==> src/rtl/irt_pkg.sv <==
`default_nettype none

package irt_pkg;

    // Value and symbol-set sizing
    localparam int VALUE_WIDTH = 32;
    localparam int MAX_SYMBOLS = 32;
    localparam int SYM_WORDS   = 4;
    localparam int SYM_SLOTS   = SYM_WORDS * 8;
    localparam int RADIX_LIMIT = (MAX_SYMBOLS < SYM_SLOTS) ? MAX_SYMBOLS : SYM_SLOTS;
    localparam int RADIX_W     = 6;
    localparam int DIGIT_W     = $clog2(SYM_SLOTS);
    localparam int MAX_DIGITS  = VALUE_WIDTH;
    localparam int ND_W        = $clog2(MAX_DIGITS + 1);

    // Divider: bits retired per cycle must divide the value width
    localparam int DIV_BITS    = (VALUE_WIDTH % 4 == 0) ? 4 :
                                 ((VALUE_WIDTH % 2 == 0) ? 2 : 1);
    localparam int DIV_CYCLES  = VALUE_WIDTH / DIV_BITS;
    localparam int DIV_CNT_W   = $clog2(DIV_CYCLES + 1);

    // Configuration port
    localparam int REG_COUNT   = 5;
    localparam int REG_IDX_W   = $clog2(REG_COUNT);
    localparam int ADDR_LSB    = 3;
    localparam int PADDR_W     = REG_IDX_W + ADDR_LSB;
    localparam int PDATA_W     = 64;

    localparam logic [REG_IDX_W-1:0] REG_RADIX = REG_IDX_W'(0);
    localparam logic [REG_IDX_W-1:0] REG_SYM0  = REG_IDX_W'(1);
    localparam logic [REG_IDX_W-1:0] REG_SYM1  = REG_IDX_W'(2);
    localparam logic [REG_IDX_W-1:0] REG_SYM2  = REG_IDX_W'(3);
    localparam logic [REG_IDX_W-1:0] REG_SYM3  = REG_IDX_W'(4);

    // Reset values of the registers
    localparam logic [RADIX_W-1:0] RADIX_RESET = RADIX_W'(10);
    localparam logic [63:0] SYM0_RESET = 64'h3837_3635_3433_3231;
    localparam logic [63:0] SYM1_RESET = 64'h0000_0000_0000_3938;
    localparam logic [63:0] SYM2_RESET = 64'h0;
    localparam logic [63:0] SYM3_RESET = 64'h0;

    // Characters
    localparam logic [7:0] CH_MINUS = 8'h2D;
    localparam logic [7:0] CH_PLUS  = 8'h2B;
    localparam logic [7:0] CH_NUL   = 8'h00;

    typedef logic [SYM_SLOTS-1:0][7:0] sym_table_t;

    // Configuration seen by the datapath
    typedef struct packed {
        logic               wr;
        logic [RADIX_W-1:0] radix;
        sym_table_t         syms;
    } cfg_t;

    // Symbol-set checker status
    typedef struct packed {
        logic busy;
        logic set_ok;
    } chk_stat_t;

    // Divider command and status
    typedef struct packed {
        logic                   start;
        logic [VALUE_WIDTH-1:0] operand;
    } div_cmd_t;

    typedef struct packed {
        logic                   done;
        logic [VALUE_WIDTH-1:0] quotient;
        logic [DIGIT_W-1:0]     remainder;
    } div_stat_t;

endpackage

`default_nettype wire

==> src/rtl/irt_if.sv <==
`default_nettype none

// Input channel: one signed value per transfer.
interface irt_in_if;
    import irt_pkg::*;
    logic                          valid;
    logic                          ready;
    logic signed [VALUE_WIDTH-1:0] number_in;

    modport source (output valid, output number_in, input ready);
    modport sink (input valid, input number_in, output ready);
endinterface

// Output channel: one character per transfer.
interface irt_out_if;
    logic       valid;
    logic       ready;
    logic [7:0] text_char;
    logic       last_char;

    modport source (output valid, output text_char, output last_char, input ready);
    modport sink (input valid, input text_char, input last_char, output ready);
endinterface

`default_nettype wire

==> src/rtl/integer_to_radix_text.sv <==
// Operation: each digit takes one division on the shared 4-bit-per-cycle divider. The digits
// then come out one character per cycle while the output is not stalled.
// No new number is taken until the last character of the previous one is loaded into the
// output register; a minus sign adds one character, and -2147483648 in radix 2 is the worst case.
// Reset: registers take their reset values, then a symbol-set check runs over every symbol
// slot (and reruns after every register write) during which no input is taken.
`default_nettype none

module integer_to_radix_text (
    input  logic                        clk,
    input  logic                        rst_n,
    irt_in_if.sink                      in_ch,
    irt_out_if.source                   out_ch,
    input  logic                        psel,
    input  logic                        penable,
    input  logic                        pwrite,
    input  logic [irt_pkg::PADDR_W-1:0] paddr,
    input  logic [irt_pkg::PDATA_W-1:0] pwdata,
    output logic [irt_pkg::PDATA_W-1:0] prdata,
    output logic                        pready
);
    import irt_pkg::*;

    localparam logic [1:0] S_IDLE = 2'd0;
    localparam logic [1:0] S_DIV  = 2'd1;
    localparam logic [1:0] S_EMIT = 2'd2;

    cfg_t      cfg;
    chk_stat_t chk;
    div_cmd_t  div_cmd;
    div_stat_t div_stat;

    logic [1:0]                          state_reg;
    logic [1:0]                          state_next;
    logic                                neg_reg;
    logic                                neg_next;
    logic                                minus_reg;
    logic                                minus_next;
    logic [ND_W-1:0]                     nd_reg;
    logic [ND_W-1:0]                     nd_next;
    logic [MAX_DIGITS-1:0][DIGIT_W-1:0]  stack_reg;
    logic [MAX_DIGITS-1:0][DIGIT_W-1:0]  stack_next;
    logic                                out_valid_reg;
    logic                                out_valid_next;
    logic [7:0]                          out_char_reg;
    logic [7:0]                          out_char_next;
    logic                                out_last_reg;
    logic                                out_last_next;
    logic                                in_accept;
    logic                                out_free;
    logic                                load;
    logic [VALUE_WIDTH-1:0]              num_u;
    logic [VALUE_WIDTH-1:0]              mag_in;

    irt_cfg u_cfg (
        .clk     (clk),
        .rst_n   (rst_n),
        .psel    (psel),
        .penable (penable),
        .pwrite  (pwrite),
        .paddr   (paddr),
        .pwdata  (pwdata),
        .prdata  (prdata),
        .pready  (pready),
        .cfg     (cfg)
    );

    irt_sym_check u_sym_check (
        .clk   (clk),
        .rst_n (rst_n),
        .cfg   (cfg),
        .stat  (chk)
    );

    irt_div_unit u_div_unit (
        .clk   (clk),
        .rst_n (rst_n),
        .cmd   (div_cmd),
        .radix (cfg.radix),
        .stat  (div_stat)
    );

    // Handshake and magnitude of the incoming value.
    assign in_ch.ready = (state_reg == S_IDLE) && !chk.busy;
    assign in_accept   = in_ch.valid && in_ch.ready;
    assign out_free    = !out_valid_reg || out_ch.ready;
    assign num_u       = VALUE_WIDTH'(in_ch.number_in);
    assign mag_in      = num_u[VALUE_WIDTH-1] ? ({VALUE_WIDTH{1'b0}} - num_u) : num_u;

    // Sequencer: divide repeatedly, stacking digits, then pop them out.
    always_comb
    begin
        state_next      = state_reg;
        neg_next        = neg_reg;
        minus_next      = minus_reg;
        nd_next         = nd_reg;
        stack_next      = stack_reg;
        div_cmd.start   = 1'b0;
        div_cmd.operand = mag_in;
        load            = 1'b0;
        out_char_next   = out_char_reg;
        out_last_next   = out_last_reg;
        unique case (state_reg)
            S_IDLE:
            begin
                if (in_accept && chk.set_ok)
                begin
                    div_cmd.start = 1'b1;
                    neg_next      = num_u[VALUE_WIDTH-1];
                    nd_next       = '0;
                    state_next    = S_DIV;
                end
            end
            S_DIV:
            begin
                if (div_stat.done)
                begin
                    stack_next = {stack_reg[MAX_DIGITS-2:0], div_stat.remainder};
                    nd_next    = nd_reg + ND_W'(1);
                    if (div_stat.quotient == {VALUE_WIDTH{1'b0}})
                    begin
                        minus_next = neg_reg;
                        state_next = S_EMIT;
                    end
                    else
                    begin
                        div_cmd.start   = 1'b1;
                        div_cmd.operand = div_stat.quotient;
                    end
                end
            end
            S_EMIT:
            begin
                if (out_free)
                begin
                    load = 1'b1;
                    if (minus_reg)
                    begin
                        out_char_next = CH_MINUS;
                        out_last_next = 1'b0;
                        minus_next    = 1'b0;
                    end
                    else
                    begin
                        out_char_next = cfg.syms[stack_reg[0]];
                        out_last_next = (nd_reg == ND_W'(1));
                        stack_next    = {{DIGIT_W{1'b0}}, stack_reg[MAX_DIGITS-1:1]};
                        nd_next       = nd_reg - ND_W'(1);
                        if (nd_reg == ND_W'(1))
                        begin
                            state_next = S_IDLE;
                        end
                    end
                end
            end
            default:
            begin
                state_next = S_IDLE;
            end
        endcase
    end

    // Output register: holds a character until its transfer.
    always_comb
    begin
        if (load)
        begin
            out_valid_next = 1'b1;
        end
        else if (out_ch.ready)
        begin
            out_valid_next = 1'b0;
        end
        else
        begin
            out_valid_next = out_valid_reg;
        end
    end

    always_ff @(posedge clk or negedge rst_n)
    begin
        if (!rst_n)
        begin
            state_reg     <= S_IDLE;
            neg_reg       <= 1'b0;
            minus_reg     <= 1'b0;
            nd_reg        <= '0;
            out_valid_reg <= 1'b0;
        end
        else
        begin
            state_reg     <= state_next;
            neg_reg       <= neg_next;
            minus_reg     <= minus_next;
            nd_reg        <= nd_next;
            out_valid_reg <= out_valid_next;
        end
    end

    always_ff @(posedge clk)
    begin
        stack_reg    <= stack_next;
        out_char_reg <= out_char_next;
        out_last_reg <= out_last_next;
    end

    assign out_ch.valid     = out_valid_reg;
    assign out_ch.text_char = out_char_reg;
    assign out_ch.last_char = out_last_reg;

    // Every remainder from the divider is a legal digit of the radix.
    a_rem_in_range: assert property (@(posedge clk) disable iff (!rst_n)
        (state_reg == S_DIV && div_stat.done) |-> (RADIX_W'(div_stat.remainder) < cfg.radix))
        else $error("divider remainder not below radix");

    // The digit stack never holds more digits than the value can have.
    a_stack_bound: assert property (@(posedge clk) disable iff (!rst_n)
        nd_reg <= ND_W'(MAX_DIGITS))
        else $error("digit stack overflow");

    // While emitting, at least one digit remains on the stack.
    a_emit_has_digit: assert property (@(posedge clk) disable iff (!rst_n)
        (state_reg == S_EMIT) |-> (nd_reg != '0))
        else $error("emitting with an empty digit stack");

    // A value taken while the symbol set is bad produces no characters.
    a_bad_set_quiet: assert property (@(posedge clk) disable iff (!rst_n)
        (in_accept && !chk.set_ok) |=> (state_reg == S_IDLE && !div_stat.done))
        else $error("conversion started on an invalid symbol set");

endmodule

`default_nettype wire

==> src/rtl/irt_cfg.sv <==
`default_nettype none

module irt_cfg (
    input  logic                         clk,
    input  logic                         rst_n,
    input  logic                         psel,
    input  logic                         penable,
    input  logic                         pwrite,
    input  logic [irt_pkg::PADDR_W-1:0]  paddr,
    input  logic [irt_pkg::PDATA_W-1:0]  pwdata,
    output logic [irt_pkg::PDATA_W-1:0]  prdata,
    output logic                         pready,
    output irt_pkg::cfg_t                cfg
);
    import irt_pkg::*;

    logic [RADIX_W-1:0]              radix_reg;
    logic [RADIX_W-1:0]              radix_next;
    logic [SYM_WORDS-1:0][63:0]      sym_words_reg;
    logic [SYM_WORDS-1:0][63:0]      sym_words_next;
    logic [REG_IDX_W-1:0]            reg_idx;
    logic                            wr_en;

    assign reg_idx = paddr[PADDR_W-1:ADDR_LSB];
    assign wr_en   = psel && penable && pwrite;
    assign pready  = 1'b1;

    // Register writes on the access cycle of a write transfer.
    always_comb
    begin
        radix_next     = radix_reg;
        sym_words_next = sym_words_reg;
        if (wr_en)
        begin
            unique case (reg_idx)
                REG_RADIX: radix_next        = pwdata[RADIX_W-1:0];
                REG_SYM0:  sym_words_next[0] = pwdata;
                REG_SYM1:  sym_words_next[1] = pwdata;
                REG_SYM2:  sym_words_next[2] = pwdata;
                REG_SYM3:  sym_words_next[3] = pwdata;
                default:   radix_next        = radix_reg;
            endcase
        end
    end

    always_ff @(posedge clk or negedge rst_n)
    begin
        if (!rst_n)
        begin
            radix_reg        <= RADIX_RESET;
            sym_words_reg[0] <= SYM0_RESET;
            sym_words_reg[1] <= SYM1_RESET;
            sym_words_reg[2] <= SYM2_RESET;
            sym_words_reg[3] <= SYM3_RESET;
        end
        else
        begin
            radix_reg     <= radix_next;
            sym_words_reg <= sym_words_next;
        end
    end

    // Read-back mux.
    always_comb
    begin
        unique case (reg_idx)
            REG_RADIX: prdata = {{(PDATA_W-RADIX_W){1'b0}}, radix_reg};
            REG_SYM0:  prdata = sym_words_reg[0];
            REG_SYM1:  prdata = sym_words_reg[1];
            REG_SYM2:  prdata = sym_words_reg[2];
            REG_SYM3:  prdata = sym_words_reg[3];
            default:   prdata = {PDATA_W{1'b0}};
        endcase
    end

    assign cfg.wr    = wr_en;
    assign cfg.radix = radix_reg;
    assign cfg.syms  = sym_table_t'(sym_words_reg);

endmodule

`default_nettype wire

==> src/rtl/irt_sym_check.sv <==
`default_nettype none

module irt_sym_check (
    input  logic               clk,
    input  logic               rst_n,
    input  irt_pkg::cfg_t      cfg,
    output irt_pkg::chk_stat_t stat
);
    import irt_pkg::*;

    localparam int SYM_IDX_W = $clog2(SYM_SLOTS);

    logic                 busy_reg;
    logic                 busy_next;
    logic                 ok_reg;
    logic                 ok_next;
    logic [SYM_IDX_W-1:0] idx_reg;
    logic [SYM_IDX_W-1:0] idx_next;
    logic [7:0]           cur_sym;
    logic                 bad;
    logic                 range_ok;

    // One symbol per sweep cycle: no NUL or sign, and no match with any later symbol in use.
    always_comb
    begin
        cur_sym = cfg.syms[idx_reg];
        bad     = 1'b0;
        if (RADIX_W'(idx_reg) < cfg.radix)
        begin
            if (cur_sym == CH_NUL || cur_sym == CH_PLUS || cur_sym == CH_MINUS)
            begin
                bad = 1'b1;
            end
            for (int j = 0; j < SYM_SLOTS; j++)
            begin
                if (SYM_IDX_W'(j) > idx_reg && RADIX_W'(j) < cfg.radix &&
                    cfg.syms[j] == cur_sym)
                begin
                    bad = 1'b1;
                end
            end
        end
    end

    // Sweep control: a register write restarts the sweep.
    always_comb
    begin
        busy_next = busy_reg;
        ok_next   = ok_reg;
        idx_next  = idx_reg;
        if (cfg.wr)
        begin
            busy_next = 1'b1;
            ok_next   = 1'b1;
            idx_next  = '0;
        end
        else if (busy_reg)
        begin
            ok_next  = ok_reg && !bad;
            idx_next = idx_reg + SYM_IDX_W'(1);
            if (idx_reg == SYM_IDX_W'(SYM_SLOTS - 1))
            begin
                busy_next = 1'b0;
            end
        end
    end

    always_ff @(posedge clk or negedge rst_n)
    begin
        if (!rst_n)
        begin
            busy_reg <= 1'b1;
            ok_reg   <= 1'b1;
            idx_reg  <= '0;
        end
        else
        begin
            busy_reg <= busy_next;
            ok_reg   <= ok_next;
            idx_reg  <= idx_next;
        end
    end

    assign range_ok = (cfg.radix >= RADIX_W'(2)) && (cfg.radix <= RADIX_W'(RADIX_LIMIT));

    assign stat.busy   = busy_reg;
    assign stat.set_ok = ok_reg && range_ok;

endmodule

`default_nettype wire

==> src/rtl/irt_div_unit.sv <==
`default_nettype none

module irt_div_unit (
    input  logic                        clk,
    input  logic                        rst_n,
    input  irt_pkg::div_cmd_t           cmd,
    input  logic [irt_pkg::RADIX_W-1:0] radix,
    output irt_pkg::div_stat_t          stat
);
    import irt_pkg::*;

    logic                   busy_reg;
    logic                   busy_next;
    logic                   done_reg;
    logic                   done_next;
    logic [DIV_CNT_W-1:0]   cnt_reg;
    logic [DIV_CNT_W-1:0]   cnt_next;
    logic [VALUE_WIDTH-1:0] mag_reg;
    logic [VALUE_WIDTH-1:0] mag_next;
    logic [RADIX_W-1:0]     rem_reg;
    logic [RADIX_W-1:0]     rem_next;
    logic [VALUE_WIDTH-1:0] step_mag;
    logic [RADIX_W-1:0]     step_rem;
    logic [RADIX_W:0]       trial;

    // Restoring division, DIV_BITS dividend bits per cycle. The dividend
    // register shifts left and collects quotient bits at its low end.
    always_comb
    begin
        step_rem = rem_reg;
        step_mag = mag_reg;
        trial    = '0;
        for (int s = 0; s < DIV_BITS; s++)
        begin
            trial    = {step_rem, step_mag[VALUE_WIDTH-1]};
            step_mag = {step_mag[VALUE_WIDTH-2:0], 1'b0};
            if (trial >= {1'b0, radix})
            begin
                trial       = trial - {1'b0, radix};
                step_mag[0] = 1'b1;
            end
            step_rem = trial[RADIX_W-1:0];
        end
    end

    // Sequencing of one division.
    always_comb
    begin
        busy_next = busy_reg;
        done_next = 1'b0;
        cnt_next  = cnt_reg;
        mag_next  = mag_reg;
        rem_next  = rem_reg;
        if (cmd.start)
        begin
            busy_next = 1'b1;
            cnt_next  = DIV_CNT_W'(DIV_CYCLES);
            mag_next  = cmd.operand;
            rem_next  = '0;
        end
        else if (busy_reg)
        begin
            mag_next = step_mag;
            rem_next = step_rem;
            cnt_next = cnt_reg - DIV_CNT_W'(1);
            if (cnt_reg == DIV_CNT_W'(1))
            begin
                busy_next = 1'b0;
                done_next = 1'b1;
            end
        end
    end

    always_ff @(posedge clk or negedge rst_n)
    begin
        if (!rst_n)
        begin
            busy_reg <= 1'b0;
            done_reg <= 1'b0;
            cnt_reg  <= '0;
        end
        else
        begin
            busy_reg <= busy_next;
            done_reg <= done_next;
            cnt_reg  <= cnt_next;
        end
    end

    always_ff @(posedge clk)
    begin
        mag_reg <= mag_next;
        rem_reg <= rem_next;
    end

    assign stat.done      = done_reg;
    assign stat.quotient  = mag_reg;
    assign stat.remainder = rem_reg[DIGIT_W-1:0];

endmodule

`default_nettype wire

==> src/flat_wrapper.sv <==
// flat-port wrapper written by rule: the top's interface ports become plain ports
module integer_to_radix_text_flat import irt_pkg::*;
  (clk, rst_n, psel, penable, pwrite, paddr, pwdata, prdata, pready, in_ch_valid, in_ch_number_in, in_ch_ready, out_ch_valid, out_ch_text_char, out_ch_last_char, out_ch_ready);
  irt_in_if in_ch_i ();
  irt_out_if out_ch_i ();
  input  logic clk;
  input  logic rst_n;
  input  logic psel;
  input  logic penable;
  input  logic pwrite;
  input  logic [irt_pkg::PADDR_W-1:0] paddr;
  input  logic [irt_pkg::PDATA_W-1:0] pwdata;
  output logic [irt_pkg::PDATA_W-1:0] prdata;
  output logic pready;
  input wire logic [$bits(in_ch_i.valid)-1:0] in_ch_valid;
  input wire logic [$bits(in_ch_i.number_in)-1:0] in_ch_number_in;
  output wire logic [$bits(in_ch_i.ready)-1:0] in_ch_ready;
  output wire logic [$bits(out_ch_i.valid)-1:0] out_ch_valid;
  output wire logic [$bits(out_ch_i.text_char)-1:0] out_ch_text_char;
  output wire logic [$bits(out_ch_i.last_char)-1:0] out_ch_last_char;
  input wire logic [$bits(out_ch_i.ready)-1:0] out_ch_ready;
  assign in_ch_i.valid = in_ch_valid;
  assign in_ch_i.number_in = in_ch_number_in;
  assign in_ch_ready = in_ch_i.ready;
  assign out_ch_valid = out_ch_i.valid;
  assign out_ch_text_char = out_ch_i.text_char;
  assign out_ch_last_char = out_ch_i.last_char;
  assign out_ch_i.ready = out_ch_ready;
  integer_to_radix_text u_core (.clk(clk), .rst_n(rst_n), .in_ch(in_ch_i), .out_ch(out_ch_i), .psel(psel), .penable(penable), .pwrite(pwrite), .paddr(paddr), .pwdata(pwdata), .prdata(prdata), .pready(pready));
endmodule
==> config.mk <==
export PLATFORM = sky130hd
export DESIGN_NAME = integer_to_radix_text_flat
export DESIGN_NICKNAME = d
export VERILOG_FILES = /design/src/rtl/irt_pkg.sv /design/src/rtl/irt_if.sv /design/src/rtl/integer_to_radix_text.sv /design/src/rtl/irt_cfg.sv /design/src/rtl/irt_sym_check.sv /design/src/rtl/irt_div_unit.sv /design/src/flat_wrapper.sv
export SDC_FILE = /design/constraint.sdc
export NUM_CORES = 1
export LEC_CHECK = 0
export BUFFER_PORTS_ARGS = -buffer_cell sky130_fd_sc_hd__clkbuf_2
export CORE_MARGIN = 2
export CORE_UTILIZATION = 55
export DETAILED_ROUTE_END_ITERATION = 7
export PLACE_DENSITY = 0.75
export SYNTH_ARGS = -nofsm -noshare
export SYNTH_HDL_FRONTEND = slang
export SYNTH_HIERARCHICAL = 1
export SYNTH_SLANG_ARGS = --single-unit
export TNS_END_PERCENT = 30
==> constraint.sdc <==
create_clock -name clk -period 23.3 [get_ports clk]
set_input_delay 4.66 -clock clk [delete_from_list [all_inputs] [get_ports clk]]
set_output_delay 4.66 -clock clk [all_outputs]
set_load 0.05 [all_outputs]
==> out/metrics.csv <==
stage,metric,value,unit
outcome,outcome,completed,
cts,clk_pin_slew_worst_paths,0.06,ns
setup_path,critPathArrivalTime,7.18,ns
cts,insertion_delay,0.64,ns
yosys,synth_ff_type,dfrtp_1,
placed_design,place_ws,11.55,ns
floorplan,die_h,246,um
cts,clockBufferDepth,3,
global_route,grtUsageTotal,32.2,%
drt,wirelength,98000,um
setup_path,worstSetupStartpointType,primary input,
cells_and_area,area_growth,8.88,%
setup_path,critPathKind,in -> out,
drt,dr.pass1.iters,5,
cts,numCtsBuffers,54,
hold_path,hold_path_depth,1,
floorplan,core_area,57800,um^2
pwr,power_density,173,nW/um^2
cells_and_area,nNetsFinal,2834,
drt,drc_errors,0,
yosys,synth_cells,2613,
cts,cts_setup_buffers,0,
cts,clock-sinks,493,
global_route,antenna_found_initial,0,
sta,finalMaxSlewViolations,0,
hold_path,min_path_type,reg -> reg,
cells_and_area,largest_register_ff_count,256,
cts,cts-root-buf,clkbuf_16,
sta,setup_ws,11.46,ns
global_route,grt_pass1_wl,147000,um
drt,wire_per_inst,28.1,um
yosys,synth-edff-count,201,
global_route,grt_pass1_vias,23209,
job,max_cap_viol_count,0,
cts,cts_resized,0,
drt,postRouteAntennaNets,0,
sta,worstMarginPinSlew,1.21,ns
setup_path,setup.worst_path.end_class,output pin,
cts,cts_tree,yes,
cts,ctsHoldBuffers,0,
placed_design,place.gp.congestion,1.09,
cells_and_area,stdcell_area,35100,um^2
cells_and_area,seqCellArea,13400,um^2
floorplan,dieArea,60500,um^2
global_route,grt_max_degree,97,
sta,hold_violations,0,
placed_design,dpl-instance-area,33200,um^2
sta,tns,0,ns
sta,post-route-period-util,50.8,%
floorplan,rows,88,
pwr,leakage,13.9,nW
cts,ctsHtreeMaxLevel,2,
floorplan,pin_count,185,
setup_path,ff2ff_path_depth,33,
setup_path,cp.required,18.64,ns
sta,period_needed,11.84,ns
yosys,synth_nets,2769,
pwr,ir_worst_vdd,0.000160,V
yosys,synth-seq-cells,493,
setup_path,critPathMaxFanout,64,
cells_and_area,fill_cells,4607,
global_route,overflow,0,
sta,max-slew-margin-rel,19.2,%
yosys,yosysSeqAreaShare,41.5,%
sta,grt_setup_unrepaired,false,
yosys,ys_async_sr_fraction,58.0,%
floorplan,start_util,55.7,%
placed_design,io_buffers,180,
sta,setup_viol,0,
floorplan,die_w,246,um
yosys,synthesis.area,32200,um^2
sta,skew,0.0163,ns
cells_and_area,multiInputGateArea,17600,um^2
yosys,ys.warnings.count,6,
drt,viasPerCell,6.70,
drt,drt_iter0_drc,2411,
cells_and_area,drive_above_1_share,33.0,%
drt,vias,23379,
yosys,synth_cell_types,90,
yosys,syn_area_per_cell,12.3,um^2
placed_design,dpl.hpwl,68600,um
sta,timing.fmax,84.4,MHz
[routing by layer]
metal	wire length (um)	up-vias	GRT usage (%)
li1	-	10061	-
met1	38900	11833	42.8
met2	45500	1213	50.6
met3	7770	272	5.23
met4	5870	0	17.6
met5	0	-	0
[Yosys cell counts (6+ instances only)]
| library cell | number | share of area (%) |
|---|---|---|
| mux2_4 | 6 | 0.28 |
| nor3_1 | 36 | 0.56 |
| nand3_1 | 53 | 0.82 |
| mux2i_1 | 168 | 5.2 |
| or3_1 | 11 | 0.21 |
| nor4_1 | 32 | 0.62 |
| a211oi_1 | 10 | 0.23 |
| dfrtp_1 | 246 | 19 |
| mux2_1 | 65 | 2.3 |
| nand4_1 | 29 | 0.56 |
| and3_1 | 6 | 0.12 |
| o21ai_1 | 7 | 0.11 |
| o31ai_1 | 14 | 0.33 |
| mux2_2 | 391 | 14 |
| o211ai_1 | 7 | 0.16 |
| a21oi_1 | 78 | 1.2 |
| dfstp_2 | 40 | 3.3 |
| xnor2_1 | 147 | 4.0 |
| mux4_2 | 103 | 7.2 |
| edfxtp_1 | 201 | 19 |
| nand2b_1 | 13 | 0.25 |
| ha_1 | 43 | 1.7 |
| buf_2 | 50 | 0.78 |
| o21ai_0 | 39 | 0.61 |
| or2_2 | 12 | 0.23 |
| buf_6 | 22 | 0.77 |
| o22ai_1 | 65 | 1.3 |
| buf_1 | 20 | 0.23 |
| buf_4 | 33 | 0.77 |
| nor2b_1 | 26 | 0.50 |
| nand3b_1 | 7 | 0.16 |
| clkbuf_1 | 79 | 0.92 |
| a31oi_1 | 9 | 0.17 |
| a21o_1 | 13 | 0.30 |
| a22oi_1 | 101 | 2.4 |
| inv_1 | 41 | 0.48 |
| xor2_1 | 146 | 4.0 |
| dfxtp_1 | 6 | 0.37 |
| nand2_1 | 41 | 0.48 |
| a22o_1 | 9 | 0.24 |
| nor3b_1 | 8 | 0.19 |
| nor2_1 | 77 | 0.90 |
[kinds of logic after synthesis]
family	count (synthesis)	synth area share, %
multiplexers	735	28.8
flip-flops	493	41.5
AO/OA/AOI/OAI	410	8.94
AND/OR/NAND/NOR	383	6.69
XOR/XNOR	293	7.96
buffers and inverters	251	4.24
adder cells (fa/ha/maj)	47	1.92
other	1	0.0116
[stage by stage]
stage               cells  utilization [%]  power (mW)  hold slack, ns
floorplan            2613                -        4.26           0.442
global placement     3387             57.5        5.02           0.472
detailed placement   3387             57.5        5.12           0.473
CTS                  3489             60.7        6.02           0.487
global route         3489             60.7        6.38           0.545
finish               3490             60.7        6.08           0.493
[critical path, cell delays in order]
cell	delay [ns]
buf_4	0.51
nor2b_4	0.26
buf_4	0.74
a22oi_1	0.15
o22ai_1	0.43
clkbuf_2	0.37
[report_power, final]
| group | total [mW] | switching (mW) | internal (mW) |
|---|---|---|---|
| registers | 1.70 | 0.331 | 1.37 |
| clock network | 0.878 | 0.372 | 0.506 |
| logic | 3.51 | 2.03 | 1.48 |
[cell usage in the layout, fill, tap and decap left out, types with 76 or more instances in the layout]
| cell type | netlist | layout |
|---|---|---|
| mux2_2 | 391 | 391 |
| dfrtp_1 | 246 | 244 |
| edfxtp_1 | 201 | 201 |
| clkbuf_2 | 1 | 177 |
| mux2i_1 | 168 | 168 |
| xnor2_1 | 147 | 147 |
| xor2_1 | 146 | 146 |
| mux4_2 | 103 | 103 |
| a22oi_1 | 101 | 101 |
| a21oi_1 | 78 | 78 |
| nor2_1 | 77 | 76 |
[final cells by class]
type	count	area share, %
Antenna cell	1	0.00713
Clock buffer	71	4.18
Clock inverter	31	1.05
Inverter	41	0.439
Multi-Input combinational cell	1869	50.1
Sequential cell	493	38.1
Tap cell	765	2.73
Timing Repair Buffer	219	3.44
[worst paths after layout]
path	slack, ns	start	endpoint
min in group asynchronous	4.01	rst_n	u_core/u_cfg/cfg[102]
setup / recovery	11.46	paddr[3]	prdata[31]
setup reg to reg	13.66	u_core/u_cfg/radix_reg[3]	u_core/u_div_unit/mag_reg[0]
max in group asynchronous	17.12	rst_n	u_core/u_cfg/cfg[88]
hold / removal	0.49	u_core/nd_reg[5]	u_core/nd_reg[5]
hold reg to reg	0.49	u_core/nd_reg[5]	u_core/nd_reg[5]
(Power assumes the default switching activity.)
